<file path="src/hdl/motor_start_pid_sequencer_core_macros.svh">
// Assertion helpers shared by the RTL. Every macro samples on clk and
// is held off while rst_n is low.
`ifndef MOTOR_START_PID_SEQUENCER_CORE_MACROS_SVH
`define MOTOR_START_PID_SEQUENCER_CORE_MACROS_SVH

// The condition holds at every clock edge out of reset.
`define MSPS_ASSERT_ALWAYS(lbl, cond) \
  lbl: assert property (@(posedge clk) disable iff (!rst_n) (cond)) \
    else $error("invariant violated");

// When the trigger is seen, the consequence holds at the same edge.
`define MSPS_ASSERT_IMPLIES(lbl, trig, cons) \
  lbl: assert property (@(posedge clk) disable iff (!rst_n) (trig) |-> (cons)) \
    else $error("implication violated");

`endif

</file>
<file path="src/hdl/msps_pkg.sv">
`default_nettype none
package msps_pkg;

  localparam int QUEUE_DEPTH = 2;

  localparam logic [7:0]  KICK_POWER_RST = 8'd200;
  localparam logic [7:0]  HOLD_POWER_RST = 8'd150;
  localparam logic [15:0] SETTLE_MS_RST  = 16'd100;
  localparam logic [15:0] ZERO_BAND_RST  = 16'd65;

  localparam logic [17:0] ACC_MAX = 18'd65280;

  // Configuration register indexes.
  localparam logic [1:0] REG_KICK_POWER = 2'd0;
  localparam logic [1:0] REG_HOLD_POWER = 2'd1;
  localparam logic [1:0] REG_SETTLE_MS  = 2'd2;
  localparam logic [1:0] REG_ZERO_BAND  = 2'd3;

  // Item mode codes on the input tuser.
  localparam logic [1:0] MODE_SPEED = 2'd0;
  localparam logic [1:0] MODE_POWER = 2'd1;
  localparam logic [1:0] MODE_TICK  = 2'd2;

  typedef enum logic [2:0] {
    CMD_NOP,
    CMD_SPEED_ZERO,
    CMD_SPEED_SET,
    CMD_POWER,
    CMD_TICK
  } cmd_kind_t;

  typedef struct packed {
    cmd_kind_t   kind;
    logic [31:0] speed;
    logic [8:0]  power;
    logic [31:0] count;
    logic [31:0] now;
    logic        pid_ready;
    logic [16:0] delta;
  } cmd_t;

  typedef struct packed {
    logic [7:0]  kick_power;
    logic [7:0]  hold_power;
    logic [15:0] settle_ms;
    logic [15:0] zero_band;
  } cfg_t;

endpackage
`default_nettype wire

</file>
<file path="src/hdl/msps_front.sv">
`default_nettype none
module msps_front
  import msps_pkg::*;
(
  input  wire logic [1:0]   mode,
  input  wire logic [127:0] payload,
  input  wire logic [15:0]  zero_band,
  output cmd_t              cmd
);

  logic signed [31:0] speed;
  logic signed [32:0] speed_x;
  logic signed [32:0] band_x;
  logic               in_band;
  logic [8:0]         power_raw;

  assign speed     = $signed(payload[31:0]);
  assign speed_x   = 33'(speed);
  assign band_x    = $signed({17'd0, zero_band});
  assign in_band   = (speed_x > -band_x) && (speed_x < band_x);
  assign power_raw = payload[40:32];

  always_comb begin
    cmd.speed     = payload[31:0];
    // -256 is outside the motor range and saturates to -255.
    cmd.power     = (power_raw == 9'h100) ? 9'h101 : power_raw;
    cmd.count     = payload[73:42];
    cmd.now       = payload[105:74];
    cmd.pid_ready = payload[106];
    cmd.delta     = payload[123:107];
    case (mode)
      MODE_SPEED: cmd.kind = in_band ? CMD_SPEED_ZERO : CMD_SPEED_SET;
      MODE_POWER: cmd.kind = CMD_POWER;
      MODE_TICK:  cmd.kind = payload[41] ? CMD_TICK : CMD_NOP;
      default:    cmd.kind = CMD_NOP;
    endcase
  end

endmodule
`default_nettype wire

</file>
<file path="src/hdl/msps_queue.sv">
`default_nettype none
module msps_queue
  import msps_pkg::*;
#(
  parameter int DEPTH = QUEUE_DEPTH
) (
  input  wire logic clk,
  input  wire logic rst_n,
  input  wire logic push,
  input  wire cmd_t push_cmd,
  output logic      full,
  input  wire logic pop,
  output logic      not_empty,
  output cmd_t      head
);

  localparam int PTR_W = (DEPTH > 1) ? $clog2(DEPTH) : 1;
  localparam int CNT_W = $clog2(DEPTH + 1);

  cmd_t             mem_r [DEPTH];
  logic [PTR_W-1:0] wr_ptr_r, wr_ptr_nxt;
  logic [PTR_W-1:0] rd_ptr_r, rd_ptr_nxt;
  logic [CNT_W-1:0] count_r, count_nxt;
  logic             do_push, do_pop;

  assign full      = (count_r == CNT_W'(DEPTH));
  assign not_empty = (count_r != '0);
  assign head      = mem_r[rd_ptr_r];
  assign do_push   = push && !full;
  assign do_pop    = pop && not_empty;

  always_comb begin
    wr_ptr_nxt = wr_ptr_r;
    rd_ptr_nxt = rd_ptr_r;
    count_nxt  = count_r;
    if (do_push) begin
      wr_ptr_nxt = (wr_ptr_r == PTR_W'(DEPTH - 1)) ? '0 : wr_ptr_r + 1'b1;
    end
    if (do_pop) begin
      rd_ptr_nxt = (rd_ptr_r == PTR_W'(DEPTH - 1)) ? '0 : rd_ptr_r + 1'b1;
    end
    if (do_push && !do_pop) begin
      count_nxt = count_r + 1'b1;
    end else if (do_pop && !do_push) begin
      count_nxt = count_r - 1'b1;
    end
  end

  always_ff @(posedge clk) begin
    if (!rst_n) begin
      wr_ptr_r <= '0;
      rd_ptr_r <= '0;
      count_r  <= '0;
    end else begin
      wr_ptr_r <= wr_ptr_nxt;
      rd_ptr_r <= rd_ptr_nxt;
      count_r  <= count_nxt;
    end
  end

  always_ff @(posedge clk) begin
    if (do_push) begin
      mem_r[wr_ptr_r] <= push_cmd;
    end
  end

`include "motor_start_pid_sequencer_core_macros.svh"

  `MSPS_ASSERT_ALWAYS(a_count_bound, count_r <= CNT_W'(DEPTH))
  `MSPS_ASSERT_IMPLIES(a_pop_moves_rd, $past(do_pop) && $past(rst_n), rd_ptr_r != $past(rd_ptr_r) || DEPTH == 1)
  `MSPS_ASSERT_IMPLIES(a_empty_ptrs, count_r == '0, rd_ptr_r == wr_ptr_r)

endmodule
`default_nettype wire

</file>
<file path="src/hdl/msps_back.sv">
`default_nettype none
module msps_back
  import msps_pkg::*;
(
  input  wire logic        clk,
  input  wire logic        rst_n,
  input  wire cfg_t        cfg,
  input  wire logic        cmd_valid,
  input  wire cmd_t        cmd,
  output logic             cmd_pop,
  output logic             out_valid,
  input  wire logic        out_ready,
  output logic [47:0]      out_data
);

  typedef enum logic [2:0] {
    PH_IDLE   = 3'd0,
    PH_START  = 3'd1,
    PH_KICK   = 3'd2,
    PH_SETTLE = 3'd3,
    PH_PID    = 3'd4
  } phase_t;

  phase_t      phase_r, phase_nxt;
  logic [31:0] target_r, target_nxt;
  logic [31:0] start_time_r, start_time_nxt;
  logic [31:0] start_count_r, start_count_nxt;
  logic [16:0] accum_r, accum_nxt;
  logic [8:0]  motor_r, motor_nxt;
  logic        out_valid_r;
  logic        written_r, written_nxt;
  logic        updated_r, updated_nxt;

  logic signed [17:0] sum;
  logic signed [17:0] clamped;
  logic [17:0]        neg_mag;
  logic               target_pos;
  logic [8:0]         pid_motor;
  logic [31:0]        elapsed;

  assign cmd_pop    = cmd_valid && (!out_valid_r || out_ready);
  assign out_valid  = out_valid_r;
  assign out_data   = {2'b00, target_r, phase_r, updated_r, written_r, motor_r};

  assign target_pos = !target_r[31] && (target_r != '0);
  assign sum        = $signed({accum_r[16], accum_r}) + $signed({cmd.delta[16], cmd.delta});
  assign elapsed    = cmd.now - start_time_r;

  // Clamp the accumulator to the half range set by the target sign, then
  // truncate the Q8.8 value toward zero.
  always_comb begin
    if (target_pos) begin
      if (sum < 0) begin
        clamped = '0;
      end else if (sum > $signed(ACC_MAX)) begin
        clamped = $signed(ACC_MAX);
      end else begin
        clamped = sum;
      end
    end else begin
      if (sum > 0) begin
        clamped = '0;
      end else if (sum < -$signed(ACC_MAX)) begin
        clamped = -$signed(ACC_MAX);
      end else begin
        clamped = sum;
      end
    end
    neg_mag = 18'(-clamped);
    if (target_pos) begin
      pid_motor = {1'b0, clamped[15:8]};
    end else begin
      pid_motor = 9'(-{1'b0, neg_mag[15:8]});
    end
  end

  always_comb begin
    phase_nxt       = phase_r;
    target_nxt      = target_r;
    start_time_nxt  = start_time_r;
    start_count_nxt = start_count_r;
    accum_nxt       = accum_r;
    motor_nxt       = motor_r;
    written_nxt     = 1'b0;
    updated_nxt     = 1'b0;
    case (cmd.kind)
      CMD_SPEED_ZERO, CMD_POWER: begin
        if (phase_r != PH_IDLE) begin
          phase_nxt  = PH_IDLE;
          target_nxt = '0;
        end
        motor_nxt   = (cmd.kind == CMD_POWER) ? cmd.power : '0;
        written_nxt = 1'b1;
      end
      CMD_SPEED_SET: begin
        if (phase_r == PH_IDLE) begin
          phase_nxt = PH_START;
        end
        target_nxt = cmd.speed;
      end
      CMD_TICK: begin
        case (phase_r)
          PH_START: begin
            phase_nxt       = PH_KICK;
            start_time_nxt  = cmd.now;
            start_count_nxt = cmd.count;
            motor_nxt       = {1'b0, cfg.kick_power};
            updated_nxt     = 1'b1;
          end
          PH_KICK: begin
            if (cmd.count > start_count_r) begin
              phase_nxt   = PH_SETTLE;
              motor_nxt   = {1'b0, cfg.hold_power};
              updated_nxt = 1'b1;
            end
          end
          PH_SETTLE: begin
            if (elapsed > {16'd0, cfg.settle_ms}) begin
              phase_nxt = PH_PID;
              accum_nxt = {motor_r, 8'd0};
            end
          end
          PH_PID: begin
            if (cmd.pid_ready) begin
              accum_nxt   = clamped[16:0];
              motor_nxt   = pid_motor;
              updated_nxt = 1'b1;
            end
          end
          default: ;
        endcase
        written_nxt = updated_nxt;
      end
      default: ;
    endcase
  end

  always_ff @(posedge clk) begin
    if (!rst_n) begin
      phase_r       <= PH_IDLE;
      target_r      <= '0;
      start_time_r  <= '0;
      start_count_r <= '0;
      accum_r       <= '0;
      motor_r       <= '0;
      out_valid_r   <= 1'b0;
      written_r     <= 1'b0;
      updated_r     <= 1'b0;
    end else begin
      if (cmd_pop) begin
        phase_r       <= phase_nxt;
        target_r      <= target_nxt;
        start_time_r  <= start_time_nxt;
        start_count_r <= start_count_nxt;
        accum_r       <= accum_nxt;
        motor_r       <= motor_nxt;
        written_r     <= written_nxt;
        updated_r     <= updated_nxt;
        out_valid_r   <= 1'b1;
      end else if (out_ready) begin
        out_valid_r   <= 1'b0;
      end
    end
  end

`include "motor_start_pid_sequencer_core_macros.svh"

  // Only a speed outside the zero band leaves idle, and every return to idle clears the target.
  `MSPS_ASSERT_IMPLIES(a_idle_no_target, phase_r == PH_IDLE, target_r == '0)
  `MSPS_ASSERT_ALWAYS(a_motor_range, motor_r != 9'h100)
  `MSPS_ASSERT_IMPLIES(a_tick_flag_writes, updated_r, written_r)

endmodule
`default_nettype wire

</file>
<file path="src/hdl/motor_start_pid_sequencer_core.sv">
`default_nettype none
// Channel  Direction  Handshake              Payload
// in_      slave      in_tvalid/in_tready    in_tuser mode, in_tdata item fields
// out_     master     out_tvalid/out_tready  out_tdata result fields
// cfg_     slave      cfg_valid/cfg_ready    cfg_index, cfg_data
//
// One item is accepted per cycle while the queue is not full, and each gives exactly one result.
// Each item is registered in the command queue and then in the output register.
// The state update is an 18-bit add with clamping compares per item.
// Reset is synchronous, active low; configuration returns to its defaults.
// A stalled output fills the queue, after which in_tready drops.
module motor_start_pid_sequencer_core
  import msps_pkg::*;
#(
  parameter int QDEPTH = QUEUE_DEPTH
) (
  input  wire logic         clk,
  input  wire logic         rst_n,
  input  wire logic         in_tvalid,
  output logic              in_tready,
  // [1:0] mode
  input  wire logic [1:0]   in_tuser,
  // [31:0] target_speed, [40:32] drive_power, [41] encoder_ok,
  // [73:42] encoder_count, [105:74] now_ms, [106] pid_ready,
  // [123:107] pid_delta, [127:124] zero
  input  wire logic [127:0] in_tdata,
  output logic              out_tvalid,
  input  wire logic         out_tready,
  // [8:0] motor_power, [9] power_written, [10] tick_updated, [13:11] phase,
  // [45:14] speed_echo, [47:46] zero
  output logic [47:0]       out_tdata,
  input  wire logic         cfg_valid,
  output logic              cfg_ready,
  input  wire logic [1:0]   cfg_index,
  input  wire logic [15:0]  cfg_data
);

  cfg_t cfg_r;
  cmd_t front_cmd;
  cmd_t head_cmd;
  logic q_full, q_not_empty, q_pop;

  assign cfg_ready = 1'b1;
  assign in_tready = !q_full;

  always_ff @(posedge clk) begin
    if (!rst_n) begin
      cfg_r.kick_power <= KICK_POWER_RST;
      cfg_r.hold_power <= HOLD_POWER_RST;
      cfg_r.settle_ms  <= SETTLE_MS_RST;
      cfg_r.zero_band  <= ZERO_BAND_RST;
    end else if (cfg_valid) begin
      case (cfg_index)
        REG_KICK_POWER: cfg_r.kick_power <= cfg_data[7:0];
        REG_HOLD_POWER: cfg_r.hold_power <= cfg_data[7:0];
        REG_SETTLE_MS:  cfg_r.settle_ms  <= cfg_data;
        REG_ZERO_BAND:  cfg_r.zero_band  <= cfg_data;
        default: ;
      endcase
    end
  end

  msps_front u_front (
    .mode      (in_tuser),
    .payload   (in_tdata),
    .zero_band (cfg_r.zero_band),
    .cmd       (front_cmd)
  );

  msps_queue #(
    .DEPTH (QDEPTH)
  ) u_queue (
    .clk       (clk),
    .rst_n     (rst_n),
    .push      (in_tvalid),
    .push_cmd  (front_cmd),
    .full      (q_full),
    .pop       (q_pop),
    .not_empty (q_not_empty),
    .head      (head_cmd)
  );

  msps_back u_back (
    .clk       (clk),
    .rst_n     (rst_n),
    .cfg       (cfg_r),
    .cmd_valid (q_not_empty),
    .cmd       (head_cmd),
    .cmd_pop   (q_pop),
    .out_valid (out_tvalid),
    .out_ready (out_tready),
    .out_data  (out_tdata)
  );

endmodule
`default_nettype wire
</file>
<file path="config.mk">
export PLATFORM = sky130hd
export DESIGN_NAME = motor_start_pid_sequencer_core
export DESIGN_NICKNAME = d
export VERILOG_FILES = /design/src/hdl/msps_pkg.sv /design/src/hdl/msps_front.sv /design/src/hdl/msps_queue.sv /design/src/hdl/msps_back.sv /design/src/hdl/motor_start_pid_sequencer_core.sv
export VERILOG_INCLUDE_DIRS = /design/src /design/src/hdl
export SDC_FILE = /design/constraint.sdc
export NUM_CORES = 1
export LEC_CHECK = 0
export BUFFER_PORTS_ARGS = -buffer_cell sky130_fd_sc_hd__buf_2
export CORE_MARGIN = 10
export CORE_UTILIZATION = 33
export CTS_BUF_LIST = sky130_fd_sc_hd__clkbuf_8 sky130_fd_sc_hd__clkbuf_16
export CTS_CLUSTER_SIZE = 20
export DETAILED_ROUTE_END_ITERATION = 12
export SLEW_MARGIN = 40
export SYNTH_ARGS = -nofsm -noshare
export SYNTH_HDL_FRONTEND = slang
export SYNTH_SLANG_ARGS = --single-unit
</file>
<file path="constraint.sdc">
create_clock -name clk -period 9.3 [get_ports clk]
set_clock_uncertainty 0.05 [all_clocks]
set_input_delay 1.86 -clock clk [delete_from_list [all_inputs] [get_ports clk]]
set_output_delay 1.86 -clock clk [all_outputs]
set_load 0.02 [all_outputs]
</file>
==> qor_table.md, run 1 <==
| Result | Value |
|---|---|
| Outcome | finished clean |
| Met2 routed WL | 28400 µm |
| Core region area | 67400 µm² |
| Number of port buffers | 196 |
| Die area | 79100 µm² |
| Largest family of logic cells by synthesized area | compound AO/OA/AOI/OAI gates |
| Layout-stage area growth over the synthesis result | 16.4% |
| Multiplexer fraction of the synthesized cell area | 9.77% |
| Starting Density | 33.4% |
| Total of fill cells in the finished design | 6538 |
| Final number of setup-violating endpoints | 0 |
| DRT Wirelength | 60100 µm |
| Uppermost signal routing layer after detailed routing | met5 |
| Multi-input logic area | 10500 µm² |
| Prevailing post-synth register cell | sky130_fd_sc_hd__edfxtp_1 |
| Most used standard cells in the synthesized netlist | sky130_fd_sc_hd__edfxtp_1 (252), sky130_fd_sc_hd__nor2_1 (185), sky130_fd_sc_hd__dfxtp_1 (181), sky130_fd_sc_hd__nand2_1 (173), sky130_fd_sc_hd__ha_1 (148) |
| Nets@finish | 2600 |
| Final Slew Violations | 0 |
| Tot GR Track Use | 14.9% |
| Number of buffers on the longest clock path | 3 |
| Top area cells in the synthesized netlist | sky130_fd_sc_hd__edfxtp_1 (34%), sky130_fd_sc_hd__dfxtp_1 (16%), sky130_fd_sc_hd__ha_1 (8.2%) |
| Global route overflow | 0 |
| Number of remaining DRC errors | 0 |
| Combined area of all synthesized cells | 22500 µm² |
| Clk sinks | 433 |
| Endpoints failing hold | 0 |
| Hold buffer count at cts | 0 |
| Number of nets with antenna violations after routing | 0 |
| Reg2Reg Capture Point | u_back.accum_r[9] |
| Sequential cell area | 11200 µm² |
| Vias in the first global route | 16800 |
| Dominant cell type by area after synthesis | sky130_fd_sc_hd__edfxtp_1 |
| Placement row count | 95 |
| Root buffer cell | sky130_fd_sc_hd__clkbuf_16 |
| Post-layout min period | 6670 ps |
| Cell area after placement | 24400 µm² |
| Post-layout instance area | 26200 µm² |
| Layout cell share with drive strength beyond 1 | 18.2% |
| Worst-path clk slew | 60 ps |
| Post-synthesis share of cell area spent on full adders, half adders and majority gates | 8.40% |
| Fraction of the mapped netlist area in compound gates | 13.4% |
| Ratio of final minimum period to clock period | 71.7% |
| CTS tree | built |
| Library cell contributing the largest single delay on the critical path | sky130_fd_sc_hd__dfxtp_4 |
| Clock group share of total power | 29.7% |
| First-pass iteration count of the detailed router | 7 |
| Critical Path AT | 7070 ps |
| Detailed Route Iter0 Violations | 1002 |
| Length of routed met3 wiring | 4800 µm |
| Delay of the slowest cell on the worst path | 740 ps |
| F_max | 0.150 GHz |
| Area share of the leading cell type in the synthesized netlist | 33.6% |
| Crit path cell chain | buf_4, mux2_2, fa_1, a21o_1, a21oi_1, o21ai_1, nand2_1, o21ai_0, a21o_1, a21oi_1, xnor2_1, ha_1, nand2_1, or3_1, o32a_1, a2111oi_0, nand4_1, nor4_1, and4b_1, o22ai_2, buf_4, o2111ai_1, o21ai_0 |
| Met1 layer wirelength in the final routing | 25200 µm |
| Sequential cell fraction of total power | 34.2% |
| Power density relative to cell area | 265 nW/µm² |
| Maximum VDD drop | 0.000229 V |
| Unrepaired setup endpoints after global routing | false |
| Simple-gate area share of the yosys netlist | 12.4% |
| Yosys reg bits | 433 |
| # Max-Cap Violations | 0 |
| Worst rel slew slack | 43.5% |
| Yosys Warn Count | 0 |
| Data required, critical path | 9700 ps |
| Die height | 281 µm |
| Share of flip-flops with an asynchronous set or reset after synthesis | 0% |
| Critical Setup Path Class | reg -> reg |
| Vias per Instance | 5.16 |
| Number of buffers added by the clock tree synthesis step | 50 |
| Post-cts gate resize count | 0 |
| H-tree depth | 2 |
| Internal power | 4540 µW |
| Worst Hold Depth | 2 |
| Library cell with the highest instance count after synthesis | sky130_fd_sc_hd__edfxtp_1 |
| # IOs | 204 |
| Worst reg2reg path depth | 23 |
| Setup TNS | 0 ps |
| DIE WIDTH | 281 µm |
| Power spent charging and discharging nets | 2410 µW |
| Worst min-delay path category | reg -> reg |
| Static leakage power | 0.00983 µW |
| Global-route wire length before repair | 93300 µm |
| Beginning of the worst hold path | cfg_r[17] |
| Largest net degree at the start of global routing | 127 |
| Slew at the pin closest to its max-slew limit | 848 ps |
| Switching fraction of total power | 34.7% |
| Source-to-sink clock delay at the later pin of the worst-skew pair | 590 ps |
| Crit start category | flop |
| Wire per inst | 18.6 µm |
| HPWL after DPL | 43600 µm |
| Number of antenna violations at the first check in global routing | 21 |
| Count of unique library cells instantiated by Yosys | 93 |
| Xor and xnor fraction of the mapped netlist area | 2.17% |
| Endpoint kind of the worst setup timing path | flop |
| Post-synthesis sequential area ratio | 49.7% |
| Per-instance average area after synthesis | 10.6 µm² |
| Combinational share of power | 36.2% |
| Routed vias | 16600 |
| End of the worst hold path | cfg_r[17] |
| Reg2reg setup slack | 2630 ps |
| Cells after Synth | 2130 |
| Routability-driven placement congestion ratio | 0.904 |
| Post-CTS setup repair buffer count | 0 |
| Number of enable flip-flop cells after synthesis | 252 |
| Max FO, Critical Path | 37 |
==> cells in the final DEF, fill, tap and decap left out, types with 7 or more instances in the layout <==
cell,synthesis,final
sky130_fd_sc_hd__mux2i_1,126,126
sky130_fd_sc_hd__nand3_1,29,29
sky130_fd_sc_hd__a31oi_1,14,14
sky130_fd_sc_hd__a311oi_1,7,7
sky130_fd_sc_hd__edfxtp_1,252,252
sky130_fd_sc_hd__o21ai_0,63,62
sky130_fd_sc_hd__a21oi_1,136,136
sky130_fd_sc_hd__nor3_1,67,66
sky130_fd_sc_hd__dfxtp_1,181,180
sky130_fd_sc_hd__ha_1,148,148
sky130_fd_sc_hd__clkbuf_16,0,53
sky130_fd_sc_hd__diode_2,0,13
sky130_fd_sc_hd__bufinv_16,0,7
sky130_fd_sc_hd__clkbuf_8,0,7
sky130_fd_sc_hd__nand2b_1,15,15
sky130_fd_sc_hd__and2_1,9,9
sky130_fd_sc_hd__o22ai_1,8,8
sky130_fd_sc_hd__and3_1,10,9
sky130_fd_sc_hd__a211oi_1,21,21
sky130_fd_sc_hd__xor2_1,15,15
sky130_fd_sc_hd__inv_1,137,146
sky130_fd_sc_hd__nor2b_1,13,13
sky130_fd_sc_hd__o211a_1,9,9
sky130_fd_sc_hd__nor2_1,185,182
sky130_fd_sc_hd__buf_4,6,13
sky130_fd_sc_hd__o21bai_1,10,10
sky130_fd_sc_hd__o21ai_1,7,7
sky130_fd_sc_hd__o21a_1,21,21
sky130_fd_sc_hd__nand4_1,36,36
sky130_fd_sc_hd__a21o_1,39,39
sky130_fd_sc_hd__buf_2,11,196
sky130_fd_sc_hd__nand2_1,173,173
sky130_fd_sc_hd__o211ai_1,25,25
sky130_fd_sc_hd__xnor2_1,39,39
sky130_fd_sc_hd__mux2_2,82,82
sky130_fd_sc_hd__clkinv_2,0,9
sky130_fd_sc_hd__a21oi_2,8,8
sky130_fd_sc_hd__nor4_1,19,19
==> registers in the layout, summed over array words and instances (netlist names), named ones only <==
register and count:
cfg_r 48, u_back.accum_r 17, u_back.motor_r 9, u_back.out_valid 1
u_back.phase_r 3, u_back.start_count_r 32, u_back.start_time_r 32, u_back.target_r 32
u_back.updated_r 1, u_back.written_r 1, u_queue.count_r 2, u_queue.mem_r 252
u_queue.rd_ptr_r 1, u_queue.wr_ptr_r 1
==> how the worst max path moves through the flow <==
| stage | start | endpoint | slack (ps) | depth (start not counted) |
|---|---|---|---|---|
| 4_1_cts | flop | u_back.accum_r[9] | 2540 | 23 |
| 2_1_floorplan | in_tvalid | u_queue.mem_r[0][0] | 1450 | 2 |
| 6_report | flop | u_back.accum_r[9] | 2630 | 23 |
| 5_1_grt | flop | u_back.accum_r[11] | 2000 | 22 |
| 3_5_place_dp | flop | u_back.accum_r[9] | 2580 | 23 |
| 3_3_place_gp | flop | u_back.accum_r[9] | 2670 | 23 |
==> critical path, delay by kind of cell (launching register included) <==
family,cells,cell delay (ps)
adder cells (fa/ha/maj),2,730
multiplexers,1,430
AO/OA/AOI/OAI,11,2280
XOR/XNOR,1,90
flip-flops,1,740
AND/OR/NAND/NOR,6,1400
buffers and inverters,2,730
==> stage by stage <==
step	hold WS, ps	utilization [%]	worst slack (ps)	total power [µW]	instances
finish	409	38.9	2630	6950	3224
detailed placement	401	36.2	2580	4920	3116
global route	430	38.9	2000	7400	3214
CTS	410	38.8	2540	7020	3209
floorplan	386	-	1450	4280	2131
global placement	395	36.1	2670	4880	3116
==> power by group through the flow <==
stage / sequential, µW / clock (µW) / combinational, µW
global placement: 2410 / 0 / 2470
floorplan: 2420 / 0 / 1860
finish: 2370 / 2060 / 2510
CTS: 2380 / 2120 / 2520
detailed placement: 2420 / 0 / 2500
global route: 2400 / 2190 / 2810
==> layer usage <==
metal | GRT usage (%) | vias to the layer above
li1 | - | 8142
met1 | 18.1 | 7980
met2 | 24.8 | 371
met3 | 4.40 | 117
met4 | 4.74 | 24
met5 | 0 | -
==> cells by family after synthesis <==
family	Yosys count
AND/OR/NAND/NOR	597
flip-flops	433
XOR/XNOR	55
adder cells (fa/ha/maj)	150
other	2
buffers and inverters	237
multiplexers	209
AO/OA/AOI/OAI	447
==> cell type report <==
type	count	share of cell area (%)
timing repair buffer	214	4.47
tap	873	4.17
clock inverter	34	1.34
inverter	137	1.98
clock buffer	59	5.37
sequential	433	42.7
multi-input combinational	1461	39.9
antenna	13	0.124
No activity file was read; power rests on OpenSTA's default activity.
==> run 2: changes to the inputs <==
==> constraint.sdc (replaced) <==
create_clock -name clk -period 5.4 [get_ports clk]
set_clock_uncertainty 0.05 [all_clocks]
set_input_delay 1.08 -clock clk [delete_from_list [all_inputs] [get_ports clk]]
set_output_delay 1.08 -clock clk [all_outputs]
set_load 0.02 [all_outputs]
==> run 2 against run 1 <==
Compared with the run above:
- cell area grew 2.9%
- sequential share of layout area shrank 1.2 points
- worst hold slack lost 0.78 ps
- critical path depth shrank 3
- via count grew 2.3%
- worst setup slack lost 2700 ps
- die area is the same
- register-to-register slack lost 2700 ps
- critical endpoint is now u_back.phase_r[0]
- cell count grew 2.1%
- highest routed layer unchanged
- the flow now finishes with violations (negative setup slack)
- first-iteration DRC count grew 1.3%
- clock power grew 66%
- count of clock-buffer cells in the layout shrank 7
==> qor_table.md, run 2 (synthesis results as in run 1) <==
| Result | Value |
|---|---|
| Largest registers in the final layout | u_queue.mem_r: 252 flops, cfg_r: 48 flops |
| H-tree depth | 2 |
| Worst rel slew slack | 49.4% |
| Number of buffers on the longest clock path | 3 |
| Vias in the first global route | 17300 |
| Tot GR Track Use | 15.0% |
| Root buffer cell | sky130_fd_sc_hd__clkbuf_16 |
| Number of remaining DRC errors | 0 |
| Commonest non-fill, non-tap cells in the layout | sky130_fd_sc_hd__edfxtp_1 (252), sky130_fd_sc_hd__buf_2 (196), sky130_fd_sc_hd__nor2_1 (180), sky130_fd_sc_hd__dfxtp_1 (180), sky130_fd_sc_hd__nand2_1 (172) |
| Most flop-heavy register | u_queue.mem_r |
| Global-route wire length before repair | 95000 µm |
| Unrepaired setup endpoints after global routing | true |
| Critical Setup Path Class | reg -> reg |
| Nets@finish | 2677 |
| # Max-Cap Violations | 0 |
| DIE WIDTH | 281 µm |
| Detailed Route Iter0 Violations | 1015 |
| Vias per Instance | 5.17 |
| Critical Path AT | 5820 ps |
| Routed vias | 17000 |
| Final number of setup-violating endpoints | 3 |
| First-pass iteration count of the detailed router | 5 |
| Data required, critical path | 5800 ps |
| Number of port buffers | 196 |
| Wire per inst | 18.8 µm |
| Leading cell type in the layout, fill and taps excluded | sky130_fd_sc_hd__edfxtp_1 |
| Source-to-sink clock delay at the later pin of the worst-skew pair | 590 ps |
| Slew at the pin closest to its max-slew limit | 758 ps |
| Clk sinks | 433 |
| HPWL after DPL | 45500 µm |
| Layout-stage area growth over the synthesis result | 19.9% |
| Outcome | complete, but fails checks |
| Failing checks | negative setup slack |
| # IOs | 204 |
| Final Util | 40.1% |
| Max FO, Critical Path | 8 |
| Worst hold margin | 408 ps |
| Die height | 281 µm |
| CTS tree | built |
| F_max | 0.184 GHz |
| Ratio of final minimum period to clock period | 100% |
| Layout cell share with drive strength beyond 1 | 22.2% |
| Core region area | 67400 µm² |
| Post-layout min period | 5420 ps |
| Global route overflow | 0 |
| Starting Density | 33.4% |
| Fin cells | 3291 |
| Endpoints failing hold | 0 |
| Routability-driven placement congestion ratio | 0.897 |
| DRT Wirelength | 62000 µm |
| Worst-path clk slew | 60 ps |
| Minimum setup slack after placement | -144 ps |
| Maximum VDD drop | 0.000281 V |
| Power density relative to cell area | 458 nW/µm² |
| Crit start category | flop |
| Final Slew Violations | 0 |
| Static leakage power | 0.0102 µW |
| Total of fill cells in the finished design | 6426 |
| Min setup slack post-route | -24.0 ps |
| Endpoint kind of the worst setup timing path | flop |
| Number of antenna violations at the first check in global routing | 14 |
| Worst min-delay path category | reg -> reg |
| Number of buffers added by the clock tree synthesis step | 49 |
| Placement row count | 95 |
| Number of placed instances with taps included | 3188 |
| Die area | 79100 µm² |
| Hold buffer count at cts | 0 |
| Number of flip-flops in the largest register | 252 |
| Number of nets with antenna violations after routing | 0 |
| Largest net degree at the start of global routing | 90 |
==> run 2: power by group <==
group,switching (µW),internal (µW)
registers,141,3910
clock network,1370,2040
logic,2830,2060
total,4340,8010
==> run 2: critical path: stages, from the launching register on <==
cell	delay, ps
sky130_fd_sc_hd__dfxtp_4	450
sky130_fd_sc_hd__mux2_4	350
sky130_fd_sc_hd__ha_4	240
sky130_fd_sc_hd__a211o_1	270
sky130_fd_sc_hd__or4_4	430
sky130_fd_sc_hd__o211a_1	270
sky130_fd_sc_hd__a21bo_2	250
sky130_fd_sc_hd__a21boi_2	160
sky130_fd_sc_hd__xnor2_1	90
sky130_fd_sc_hd__ha_1	310
sky130_fd_sc_hd__nand2_2	70
sky130_fd_sc_hd__or3_4	370
sky130_fd_sc_hd__o32a_1	350
sky130_fd_sc_hd__a2111oi_2	290
sky130_fd_sc_hd__nand4_1	190
sky130_fd_sc_hd__nor4_4	200
sky130_fd_sc_hd__buf_4	150
sky130_fd_sc_hd__a21bo_4	220
sky130_fd_sc_hd__nor4_4	310
sky130_fd_sc_hd__o21bai_1	100
sky130_fd_sc_hd__nor4b_2	160
==> run 2: through the flow <==
stage / TNS [ps] / power, µW / cell area (µm²)
detailed placement: -1660 / 8850 / 25000
global placement: -348 / 8770 / 25000
global route: -3250 / 13100 / 27000
finish: -26.2 / 12400 / 27000
CTS: -8.73 / 12300 / 26700
floorplan: 0 / 7410 / 22600
==> run 2: what timing repair did <==
item                                   in CTS  in global routing
pin swaps                                   6                 31
resized for setup                           5                 58
setup endpoints to repair                  22                 22
endpoints found under the hold margin       0                  0
cloned                                      0                  4
setup buffers                               0                  4
==> run 2: worst paths after layout <==
| path | startpoint | slack, ps | end | cells past startpoint |
|---|---|---|---|---|
| setup / recovery | flop | -20 | u_back.phase_r[0] | 20 |
| hold / removal | u_back.accum_r[9] | 410 | u_back.accum_r[9] | 2 |
| setup reg to reg | flop | -20 | u_back.phase_r[0] | 20 |
| hold reg to reg | u_back.accum_r[9] | 410 | u_back.accum_r[9] | 2 |
==> run 2: layout make-up <==
class	count	area, µm²	area share, %
well taps	873	1090	4.05
inverters	137	519	1.92
multi-input cells	1461	10700	39.5
diodes	3	7.51	0.0278
clock buffers	52	1270	4.69
repair buffers	292	1850	6.87
flip-flops and latches	433	11200	41.5
clock inverters	40	408	1.51
==> run 2: per-layer routing <==
layer / global-route usage, % / vias to the layer above / routed length (µm)
met5: 0 / - / 74
met4: 4.14 / 12 / 1520
met3: 3.43 / 97 / 4180
met2: 25.8 / 391 / 29700
met1: 18.6 / 8227 / 26500
li1: - / 8295 / -
